<file path="src/design/udpf_pkg.sv">
// shared types and constants for the udp port and payload filter
`default_nettype none

package udpf_pkg;

  localparam int unsigned CfgIdxW  = 8;
  localparam int unsigned CfgDataW = 32;

  localparam logic [CfgIdxW-1:0] RegTargetPort = 8'd0;
  localparam logic [CfgIdxW-1:0] RegPayloadSig = 8'd1;

  localparam logic [15:0] TargetPortRst = 16'd67;
  localparam logic [31:0] PayloadSigRst = 32'h3501_0106;

  localparam logic [15:0] EthertypeIpv4 = 16'h0800;
  localparam logic [7:0]  ProtoUdp      = 8'd17;
  localparam logic [15:0] MinUdpLength  = 16'd12;

  localparam int unsigned PosW = 6;
  localparam logic [PosW-1:0] PosMax      = 6'd63;
  localparam logic [PosW-1:0] FrameNeeded = 6'd46;

  // byte offsets within the frame
  localparam logic [PosW-1:0] OffEtherLo  = 6'd12;
  localparam logic [PosW-1:0] OffEtherHi  = 6'd13;
  localparam logic [PosW-1:0] OffProto    = 6'd23;
  localparam logic [PosW-1:0] OffSrcIpLo  = 6'd26;
  localparam logic [PosW-1:0] OffSrcIpHi  = 6'd29;
  localparam logic [PosW-1:0] OffDstIpLo  = 6'd30;
  localparam logic [PosW-1:0] OffDstIpHi  = 6'd33;
  localparam logic [PosW-1:0] OffSrcPtLo  = 6'd34;
  localparam logic [PosW-1:0] OffSrcPtHi  = 6'd35;
  localparam logic [PosW-1:0] OffDstPtLo  = 6'd36;
  localparam logic [PosW-1:0] OffDstPtHi  = 6'd37;
  localparam logic [PosW-1:0] OffUdpLenLo = 6'd38;
  localparam logic [PosW-1:0] OffUdpLenHi = 6'd39;
  localparam logic [PosW-1:0] OffPayLo    = 6'd42;
  localparam logic [PosW-1:0] OffPayHi    = 6'd45;

  typedef struct packed {
    logic [7:0] data_byte;
    logic       last_byte;
  } in_item_t;

  typedef struct packed {
    logic        matched;
    logic [31:0] src_ip;
    logic [15:0] src_port;
    logic [31:0] dst_ip;
    logic [15:0] dst_port;
  } result_t;

  typedef struct packed {
    logic [15:0] target_port;
    logic [31:0] payload_sig;
  } cfg_t;

endpackage

`default_nettype wire

</file>
<file path="src/design/udpf_ifs.sv">
// handshake interfaces for the byte input, result output and register write channels
`default_nettype none

interface udpf_in_if;
  logic       valid;
  logic       ready;
  logic [7:0] data_byte;
  logic       last_byte;
  modport source (output valid, output data_byte, output last_byte, input ready);
  modport sink (input valid, input data_byte, input last_byte, output ready);
endinterface

interface udpf_out_if;
  logic        valid;
  logic        ready;
  logic        matched;
  logic [31:0] src_ip;
  logic [15:0] src_port;
  logic [31:0] dst_ip;
  logic [15:0] dst_port;
  modport source (output valid, output matched, output src_ip, output src_port,
                  output dst_ip, output dst_port, input ready);
  modport sink (input valid, input matched, input src_ip, input src_port,
                input dst_ip, input dst_port, output ready);
endinterface

interface udpf_cfg_if;
  logic                           valid;
  logic                           ready;
  logic [udpf_pkg::CfgIdxW-1:0]   index;
  logic [udpf_pkg::CfgDataW-1:0]  data;
  modport source (output valid, output index, output data, input ready);
  modport sink (input valid, input index, input data, output ready);
endinterface

`default_nettype wire

</file>
<file path="src/design/udpf_ingress.sv">
// input register stage for incoming frame bytes
`default_nettype none

module udpf_ingress
  import udpf_pkg::*;
(
  input  wire logic     clk_i,
  input  wire logic     rst_ni,
  input  wire logic     valid_i,
  output logic          ready_o,
  input  wire in_item_t item_i,
  input  wire logic     adv_i,
  output logic          valid_o,
  output in_item_t      item_o
);

  logic     valid_q, valid_d;
  in_item_t item_q;

  // stage frees up when its byte moves on this cycle
  assign ready_o = !valid_q || adv_i;
  assign valid_d = (valid_i && ready_o) || (valid_q && !adv_i);

  always_ff @(posedge clk_i or negedge rst_ni) begin
    if (!rst_ni) begin
      valid_q <= 1'b0;
    end else begin
      valid_q <= valid_d;
    end
  end

  always_ff @(posedge clk_i) begin
    if (valid_i && ready_o) begin
      item_q <= item_i;
    end
  end

  assign valid_o = valid_q;
  assign item_o  = item_q;

endmodule

`default_nettype wire

</file>
<file path="src/design/udpf_parser.sv">
// header field capture and match check
`default_nettype none

module udpf_parser
  import udpf_pkg::*;
(
  input  wire logic     clk_i,
  input  wire logic     rst_ni,
  input  wire logic     step_i,
  input  wire in_item_t item_i,
  input  wire cfg_t     cfg_i,
  output logic          load_o,
  output result_t       res_o
);

  logic [PosW-1:0] pos_q, pos_d;
  logic [15:0] ether_q, ether_d;
  logic [7:0]  proto_q, proto_d;
  logic [31:0] src_ip_q, src_ip_d;
  logic [31:0] dst_ip_q, dst_ip_d;
  logic [15:0] src_pt_q, src_pt_d;
  logic [15:0] dst_pt_q, dst_pt_d;
  logic [15:0] udp_len_q, udp_len_d;
  logic [31:0] pay_q, pay_d;
  logic [PosW-1:0] p;
  logic [7:0]  b;
  logic        ok;

  assign p = pos_q;
  assign b = item_i.data_byte;

  always_comb begin
    ether_d   = ether_q;
    proto_d   = proto_q;
    src_ip_d  = src_ip_q;
    dst_ip_d  = dst_ip_q;
    src_pt_d  = src_pt_q;
    dst_pt_d  = dst_pt_q;
    udp_len_d = udp_len_q;
    pay_d     = pay_q;
    if (p == OffEtherLo || p == OffEtherHi) begin
      ether_d = {ether_q[7:0], b};
    end else if (p == OffProto) begin
      proto_d = b;
    end else if (p >= OffSrcIpLo && p <= OffSrcIpHi) begin
      src_ip_d = {src_ip_q[23:0], b};
    end else if (p >= OffDstIpLo && p <= OffDstIpHi) begin
      dst_ip_d = {dst_ip_q[23:0], b};
    end else if (p == OffSrcPtLo || p == OffSrcPtHi) begin
      src_pt_d = {src_pt_q[7:0], b};
    end else if (p == OffDstPtLo || p == OffDstPtHi) begin
      dst_pt_d = {dst_pt_q[7:0], b};
    end else if (p == OffUdpLenLo || p == OffUdpLenHi) begin
      udp_len_d = {udp_len_q[7:0], b};
    end else if (p >= OffPayLo && p <= OffPayHi) begin
      pay_d = {pay_q[23:0], b};
    end
    pos_d = (p < PosMax) ? p + 6'd1 : p;
  end

  // checks see the fields with the final byte already shifted in
  assign ok = (pos_d >= FrameNeeded)
           && (ether_d == EthertypeIpv4)
           && (proto_d == ProtoUdp)
           && (dst_pt_d == cfg_i.target_port)
           && (udp_len_d >= MinUdpLength)
           && (pay_d == cfg_i.payload_sig);

  assign load_o         = step_i && item_i.last_byte;
  assign res_o.matched  = ok;
  assign res_o.src_ip   = src_ip_d;
  assign res_o.src_port = src_pt_d;
  assign res_o.dst_ip   = dst_ip_d;
  assign res_o.dst_port = dst_pt_d;

  always_ff @(posedge clk_i or negedge rst_ni) begin
    if (!rst_ni) begin
      pos_q     <= '0;
      ether_q   <= '0;
      proto_q   <= '0;
      src_ip_q  <= '0;
      dst_ip_q  <= '0;
      src_pt_q  <= '0;
      dst_pt_q  <= '0;
      udp_len_q <= '0;
      pay_q     <= '0;
    end else if (step_i) begin
      if (item_i.last_byte) begin
        // frame done, start the next one clean
        pos_q     <= '0;
        ether_q   <= '0;
        proto_q   <= '0;
        src_ip_q  <= '0;
        dst_ip_q  <= '0;
        src_pt_q  <= '0;
        dst_pt_q  <= '0;
        udp_len_q <= '0;
        pay_q     <= '0;
      end else begin
        pos_q     <= pos_d;
        ether_q   <= ether_d;
        proto_q   <= proto_d;
        src_ip_q  <= src_ip_d;
        dst_ip_q  <= dst_ip_d;
        src_pt_q  <= src_pt_d;
        dst_pt_q  <= dst_pt_d;
        udp_len_q <= udp_len_d;
        pay_q     <= pay_d;
      end
    end
  end

endmodule

`default_nettype wire

</file>
<file path="src/design/udpf_result_reg.sv">
// output register holding one result request
`default_nettype none

module udpf_result_reg
  import udpf_pkg::*;
(
  input  wire logic    clk_i,
  input  wire logic    rst_ni,
  input  wire logic    load_i,
  input  wire result_t res_i,
  output logic         free_o,
  output logic         valid_o,
  input  wire logic    ready_i,
  output result_t      res_o
);

  logic    valid_q, valid_d;
  result_t res_q;

  assign free_o  = !valid_q || ready_i;
  assign valid_d = load_i || (valid_q && !ready_i);

  always_ff @(posedge clk_i or negedge rst_ni) begin
    if (!rst_ni) begin
      valid_q <= 1'b0;
    end else begin
      valid_q <= valid_d;
    end
  end

  always_ff @(posedge clk_i) begin
    if (load_i) begin
      res_q <= res_i;
    end
  end

  assign valid_o = valid_q;
  assign res_o   = res_q;

endmodule

`default_nettype wire

</file>
<file path="src/design/udp_port_payload_filter.sv">
// top level of the udp port and payload filter
//
//  channel  dir  payload                                        request taken when
//  in_s     in   data_byte[7:0], last_byte                      valid && ready
//  out_m    out  matched, src_ip, src_port, dst_ip, dst_port    valid && ready
//  cfg_s    in   index[7:0], data[31:0]                         valid && ready (always ready)
//
// one byte per cycle sustained while the output register can take each result.
// a frame's result is loaded into the output register at the edge where its last
// byte leaves the input register, so it is offered from the output register once
// that byte has passed the input register and the output is free. reset clears
// the frame state and loads register defaults. a stalled output holds a last byte
// in the input register, which then blocks the input; other bytes keep flowing.
`default_nettype none

module udp_port_payload_filter
  import udpf_pkg::*;
(
  input  wire logic clk_i,
  input  wire logic rst_ni,
  udpf_in_if.sink   in_s,
  udpf_out_if.source out_m,
  udpf_cfg_if.sink  cfg_s
);

  in_item_t in_item, s1_item;
  logic     s1_valid, adv, res_free, res_load, out_valid;
  result_t  res_d, res_q;
  cfg_t     cfg_q;

  assign in_item.data_byte = in_s.data_byte;
  assign in_item.last_byte = in_s.last_byte;

  // a last byte must wait until the output register can take its result
  assign adv = s1_valid && (!s1_item.last_byte || res_free);

  udpf_ingress u_ingress (
    .clk_i   (clk_i),
    .rst_ni  (rst_ni),
    .valid_i (in_s.valid),
    .ready_o (in_s.ready),
    .item_i  (in_item),
    .adv_i   (adv),
    .valid_o (s1_valid),
    .item_o  (s1_item)
  );

  udpf_parser u_parser (
    .clk_i  (clk_i),
    .rst_ni (rst_ni),
    .step_i (adv),
    .item_i (s1_item),
    .cfg_i  (cfg_q),
    .load_o (res_load),
    .res_o  (res_d)
  );

  udpf_result_reg u_result (
    .clk_i   (clk_i),
    .rst_ni  (rst_ni),
    .load_i  (res_load),
    .res_i   (res_d),
    .free_o  (res_free),
    .valid_o (out_valid),
    .ready_i (out_m.ready),
    .res_o   (res_q)
  );

  assign out_m.valid    = out_valid;
  assign out_m.matched  = res_q.matched;
  assign out_m.src_ip   = res_q.src_ip;
  assign out_m.src_port = res_q.src_port;
  assign out_m.dst_ip   = res_q.dst_ip;
  assign out_m.dst_port = res_q.dst_port;

  assign cfg_s.ready = 1'b1;

  always_ff @(posedge clk_i or negedge rst_ni) begin
    if (!rst_ni) begin
      cfg_q.target_port <= TargetPortRst;
      cfg_q.payload_sig <= PayloadSigRst;
    end else if (cfg_s.valid) begin
      case (cfg_s.index)
        RegTargetPort: cfg_q.target_port <= cfg_s.data[15:0];
        RegPayloadSig: cfg_q.payload_sig <= cfg_s.data;
        default: ;
      endcase
    end
  end

endmodule

`default_nettype wire

</file>
<file path="src/flat_wrapper.sv">
// flat-port wrapper written by rule: the top's interface ports become plain ports
module udp_port_payload_filter_flat import udpf_pkg::*;
  (clk_i, rst_ni, in_s_valid, in_s_data_byte, in_s_last_byte, in_s_ready, out_m_valid, out_m_matched, out_m_src_ip, out_m_src_port, out_m_dst_ip, out_m_dst_port, out_m_ready, cfg_s_valid, cfg_s_index, cfg_s_data, cfg_s_ready);
  udpf_in_if in_s_i ();
  udpf_out_if out_m_i ();
  udpf_cfg_if cfg_s_i ();
  input  wire logic clk_i;
  input  wire logic rst_ni;
  input wire logic [$bits(in_s_i.valid)-1:0] in_s_valid;
  input wire logic [$bits(in_s_i.data_byte)-1:0] in_s_data_byte;
  input wire logic [$bits(in_s_i.last_byte)-1:0] in_s_last_byte;
  output wire logic [$bits(in_s_i.ready)-1:0] in_s_ready;
  output wire logic [$bits(out_m_i.valid)-1:0] out_m_valid;
  output wire logic [$bits(out_m_i.matched)-1:0] out_m_matched;
  output wire logic [$bits(out_m_i.src_ip)-1:0] out_m_src_ip;
  output wire logic [$bits(out_m_i.src_port)-1:0] out_m_src_port;
  output wire logic [$bits(out_m_i.dst_ip)-1:0] out_m_dst_ip;
  output wire logic [$bits(out_m_i.dst_port)-1:0] out_m_dst_port;
  input wire logic [$bits(out_m_i.ready)-1:0] out_m_ready;
  input wire logic [$bits(cfg_s_i.valid)-1:0] cfg_s_valid;
  input wire logic [$bits(cfg_s_i.index)-1:0] cfg_s_index;
  input wire logic [$bits(cfg_s_i.data)-1:0] cfg_s_data;
  output wire logic [$bits(cfg_s_i.ready)-1:0] cfg_s_ready;
  assign in_s_i.valid = in_s_valid;
  assign in_s_i.data_byte = in_s_data_byte;
  assign in_s_i.last_byte = in_s_last_byte;
  assign in_s_ready = in_s_i.ready;
  assign out_m_valid = out_m_i.valid;
  assign out_m_matched = out_m_i.matched;
  assign out_m_src_ip = out_m_i.src_ip;
  assign out_m_src_port = out_m_i.src_port;
  assign out_m_dst_ip = out_m_i.dst_ip;
  assign out_m_dst_port = out_m_i.dst_port;
  assign out_m_i.ready = out_m_ready;
  assign cfg_s_i.valid = cfg_s_valid;
  assign cfg_s_i.index = cfg_s_index;
  assign cfg_s_i.data = cfg_s_data;
  assign cfg_s_ready = cfg_s_i.ready;
  udp_port_payload_filter u_core (.clk_i(clk_i), .rst_ni(rst_ni), .in_s(in_s_i), .out_m(out_m_i), .cfg_s(cfg_s_i));
endmodule
</file>
<file path="config.mk">
export PLATFORM = sky130hd
export DESIGN_NAME = udp_port_payload_filter_flat
export DESIGN_NICKNAME = d
export VERILOG_FILES = /design/src/design/udpf_pkg.sv /design/src/design/udpf_ifs.sv /design/src/design/udpf_ingress.sv /design/src/design/udpf_parser.sv /design/src/design/udpf_result_reg.sv /design/src/design/udp_port_payload_filter.sv /design/src/flat_wrapper.sv
export SDC_FILE = /design/constraint.sdc
export NUM_CORES = 1
export LEC_CHECK = 0
export BUFFER_PORTS_ARGS = -buffer_cell sky130_fd_sc_hd__buf_2
export CELL_PAD_IN_SITES_DETAIL_PLACEMENT = 0
export CELL_PAD_IN_SITES_GLOBAL_PLACEMENT = 1
export CORE_AREA = 4 4 220 201
export DETAILED_ROUTE_END_ITERATION = 16
export DIE_AREA = 0 0 224 205
export HOLD_SLACK_MARGIN = 0.02
export MAX_ROUTING_LAYER = met4
export PLACE_DENSITY_LB_ADDON = 0.1
export SYNTH_ARGS = -nofsm -noshare
export SYNTH_HDL_FRONTEND = slang
export SYNTH_SLANG_ARGS = --single-unit
</file>
<file path="constraint.sdc">
create_clock -name clk_i -period 3.7 [get_ports clk_i]
set_input_delay 0.555 -clock clk_i [delete_from_list [all_inputs] [get_ports clk_i]]
set_output_delay 0.555 -clock clk_i [all_outputs]
set_load 0.05 [all_outputs]
</file>
==> results.toml <==
[detailed_routing]
wl_per_cell_um = 21.9
drt_iter0_drc = 728
drc = 0
drt_wl_total_um = 40900
avgViaCountPerCell = 5.34
first_pass_iters = 6
ant_nets = 0
vias = 9982

[sta]
whs_ns = 0.185
post-route-period-util_pct = 89.6
hold_viol = 0
tightest_slew_ns = 1.16
finalWorstSetupSlack_ns = 0.384
finalSetupTns_ns = 0
relSlewSlack_pct = 22.5
clock.fmax_mhz = 302
setup_viol = 0
rsz0062_at_grt = "false"
maxSlewViolCount = 0
fin_skew_ns = 0.0153
layout_min_cycle_time_ns = 3.32

[layout]
layout_commonest_cell = "dfrtp_1"
area_growth_pct = 18.0
multiInputGateArea_um2 = 5290
drive_gt1_share_pct = 28.3
regArea_um2 = 8800
fillers = 3933
fin_nets = 1351
most-common-layout-cells = "dfrtp_1, buf_2, mux2_2"

[die]
boundaryPins = 154
die-width_um = 224
die_y_um = 205
initial_utilization_pct = 34.9
rows = 71
core_region_area_um2 = 41700
floorplan.die_area_um2 = 45900

[synth]
synth_nets = 1207
yosysWarnings = 0
ys_seq_area_share_pct = 60.5
synthFlopType = "dfrtp_1"
synth.area.top_cells = "dfrtp_1, edfxtp_1, mux2_2"
synth.avg_cell_area_um2 = 12.7
ys_seq_elements = 330
synthDistinctLibCells = 56
synth.top_cell.area_share_pct = 36.6
synthCells = 1148
yosys.area.top_type = "dfrtp_1"
synth_edf_count = 106
synth.cell_area_um2 = 14600
ys_async_sr_fraction_pct = 67.9

[worst_setup_path]
reg2regPathDepth = 10
worstPathArrival_ns = 3.66
cp-end-kind = "flip-flop"
worstSetupPathType = "flip-flop to flip-flop"
path_max_fanout = 27
cp-start-kind = "flip-flop"
required_ns = 4.05

[clock_network]
clockBufferDepth = 3
clk_latency_ns = 0.54
path_clk_slew_ns = 0.06
cts_resized = 0
post-cts-setup-buffers = 0
cts_buffers = 37
clock-root-buffer = "clkbuf_16"
cts.sinks = 330
ctsHtreeMaxLevel = 2
cts_tree = "built"
hold_buffers = 1

[power_and_ir_drop]
pwr-share-seq_pct = 48.3
power.share.switching_pct = 26.7
combPwrFrac_pct = 10.7
cellPowerDensity_nw_per_um2 = 496
p_sw_mw = 2.28
ir_drop_mv = 0.283
p_leak_nw = 7.74
p_int_mw = 6.24
clockPowerShare_pct = 41.0

[global_route]
grtUsageTotal_pct = 18.0
grt_overflow_total = 0
grt_pass1_wl_um = 62600
grt_max_degree = 79
grt_pass1_vias = 10006
antenna_found_initial = 4

[place]
gp_congestion = 0.868
dp_slack_ns = 0.435
dp_hpwl_um = 26700
io_buffers = 152

[min_path]
hold_class = "input port to flip-flop"
whs_path_depth = 1

[status]
outcome = "completed"

[flow_run]
max_cap_violations = 0
[layer usage]
layer	share of wire (%)	vias up	track usage [%]	wire (µm)
met4	1.6	0	4.75	660
met5	0	-	-	0
met2	44	232	25.4	18000
met1	49	5113	27.1	20200
met3	4.8	38	2.81	1980
li1	-	4599	-	-
[cell usage after synthesis (3+ instances only)]
master    number
buf_4          4
nand4_1        4
a22oi_1       73
a22o_1        87
xor2_1        16
nor2_1        30
nand2b_1       7
nor4b_1        4
buf_2          9
buf_6          3
o22ai_1       37
dfrtp_1      213
a31oi_1        7
xnor2_1       19
nor3_1         9
mux2_1        12
a21oi_1       10
inv_1         44
mux2i_1       31
nor2b_1        3
clkbuf_1      64
ha_1           5
a222oi_1       3
nand2_1       78
dfstp_2       11
mux2_2       118
o21ai_0       73
edfxtp_1     106
nand3_1       12
a221oi_1       3
nor4_1        18
[power groups by stage]
stage	sequential [mW]	combinational [mW]	clock (mW)
6_report	4.12	0.909	3.50
5_1_grt	4.13	0.997	3.77
4_1_cts	4.11	0.921	3.63
3_5_place_dp	4.18	0.917	0
3_3_place_gp	4.18	0.918	0
2_1_floorplan	4.22	0.489	0
[critical path, cell delays in order (launching register included)]
cell and delay (ns):
dfrtp_1 0.54, inv_1 0.14, ha_1 0.25, or3b_1 0.46
o2111ai_4 0.25, buf_4 0.40, mux2i_1 0.22, nor2_1 0.06
nor4_1 0.32, nand4_1 0.18, nor4_2 0.30
[state kept, by name, indices dropped and copies added, names as in the netlist]
register and count:
u_core.cfg_q 48, u_core.u_parser.src_ip_q 32, u_core.u_parser.dst_pt_q 16, u_core.u_parser.src_pt_q 16
u_core.u_parser.p 6, u_core.u_result.res_o 97, u_core.u_parser.udp_len_q 16, u_core.u_result.valid_o 1
u_core.u_parser.pay_q 32, u_core.u_parser.dst_ip_q 32, u_core.u_parser.ether_q 16, u_core.u_ingress.valid_o 1
u_core.u_parser.proto_q 8, u_core.u_ingress.item_o 9
[metrics by stage]
stage                     std cells  util (%)  power, mW  instance area [µm²]
final                          1871      41.3       8.52                17200
after global routing           1871      41.3       8.90                17200
after CTS                      1868      41.2       8.66                17200
after detailed placement       1799      38.5       5.10                16000
after global placement         1799      38.5       5.10                16000
after floorplan                1148         -       4.71                14600
[final timing paths]
| check | from | end | slack, ns |
|---|---|---|---|
| setup / recovery | u_core.u_parser.p[1] | u_core.u_result.res_o[96] | 0.38 |
| hold / removal | in_s_data_byte[1] | u_core.u_ingress.item_o[2] | 0.19 |
| setup reg to reg | u_core.u_parser.p[1] | u_core.u_result.res_o[96] | 0.38 |
| hold reg to reg | u_core.u_parser.dst_pt_q[12] | u_core.u_parser.dst_pt_q[12] | 0.48 |
| max in group asynchronous | rst_ni | u_core.u_parser.dst_pt_q[6] | 2.23 |
| min in group asynchronous | rst_ni | u_core.u_parser.pay_q[18] | 0.59 |
[cell type report]
class | count | share of cell area, %
repair buffers | 186 | 6.35
diodes | 3 | 0.0437
multi-input cells | 693 | 30.8
well taps | 547 | 3.98
clock inverters | 9 | 0.393
flip-flops and latches | 330 | 51.2
clock buffers | 59 | 6.29
inverters | 44 | 0.961
[logic make-up after synthesis]
| group | count (synthesis) | share of synthesized area (%) |
|---|---|---|
| AO/OA/AOI/OAI | 310 | 15.1 |
| XOR/XNOR | 35 | 2.11 |
| adder cells (fa/ha/maj) | 5 | 0.430 |
| buffers and inverters | 125 | 3.56 |
| flip-flops | 330 | 60.5 |
| multiplexers | 161 | 12.2 |
| other | 1 | 0.0258 |
| AND/OR/NAND/NOR | 181 | 6.10 |
(Power assumes the default switching activity.)
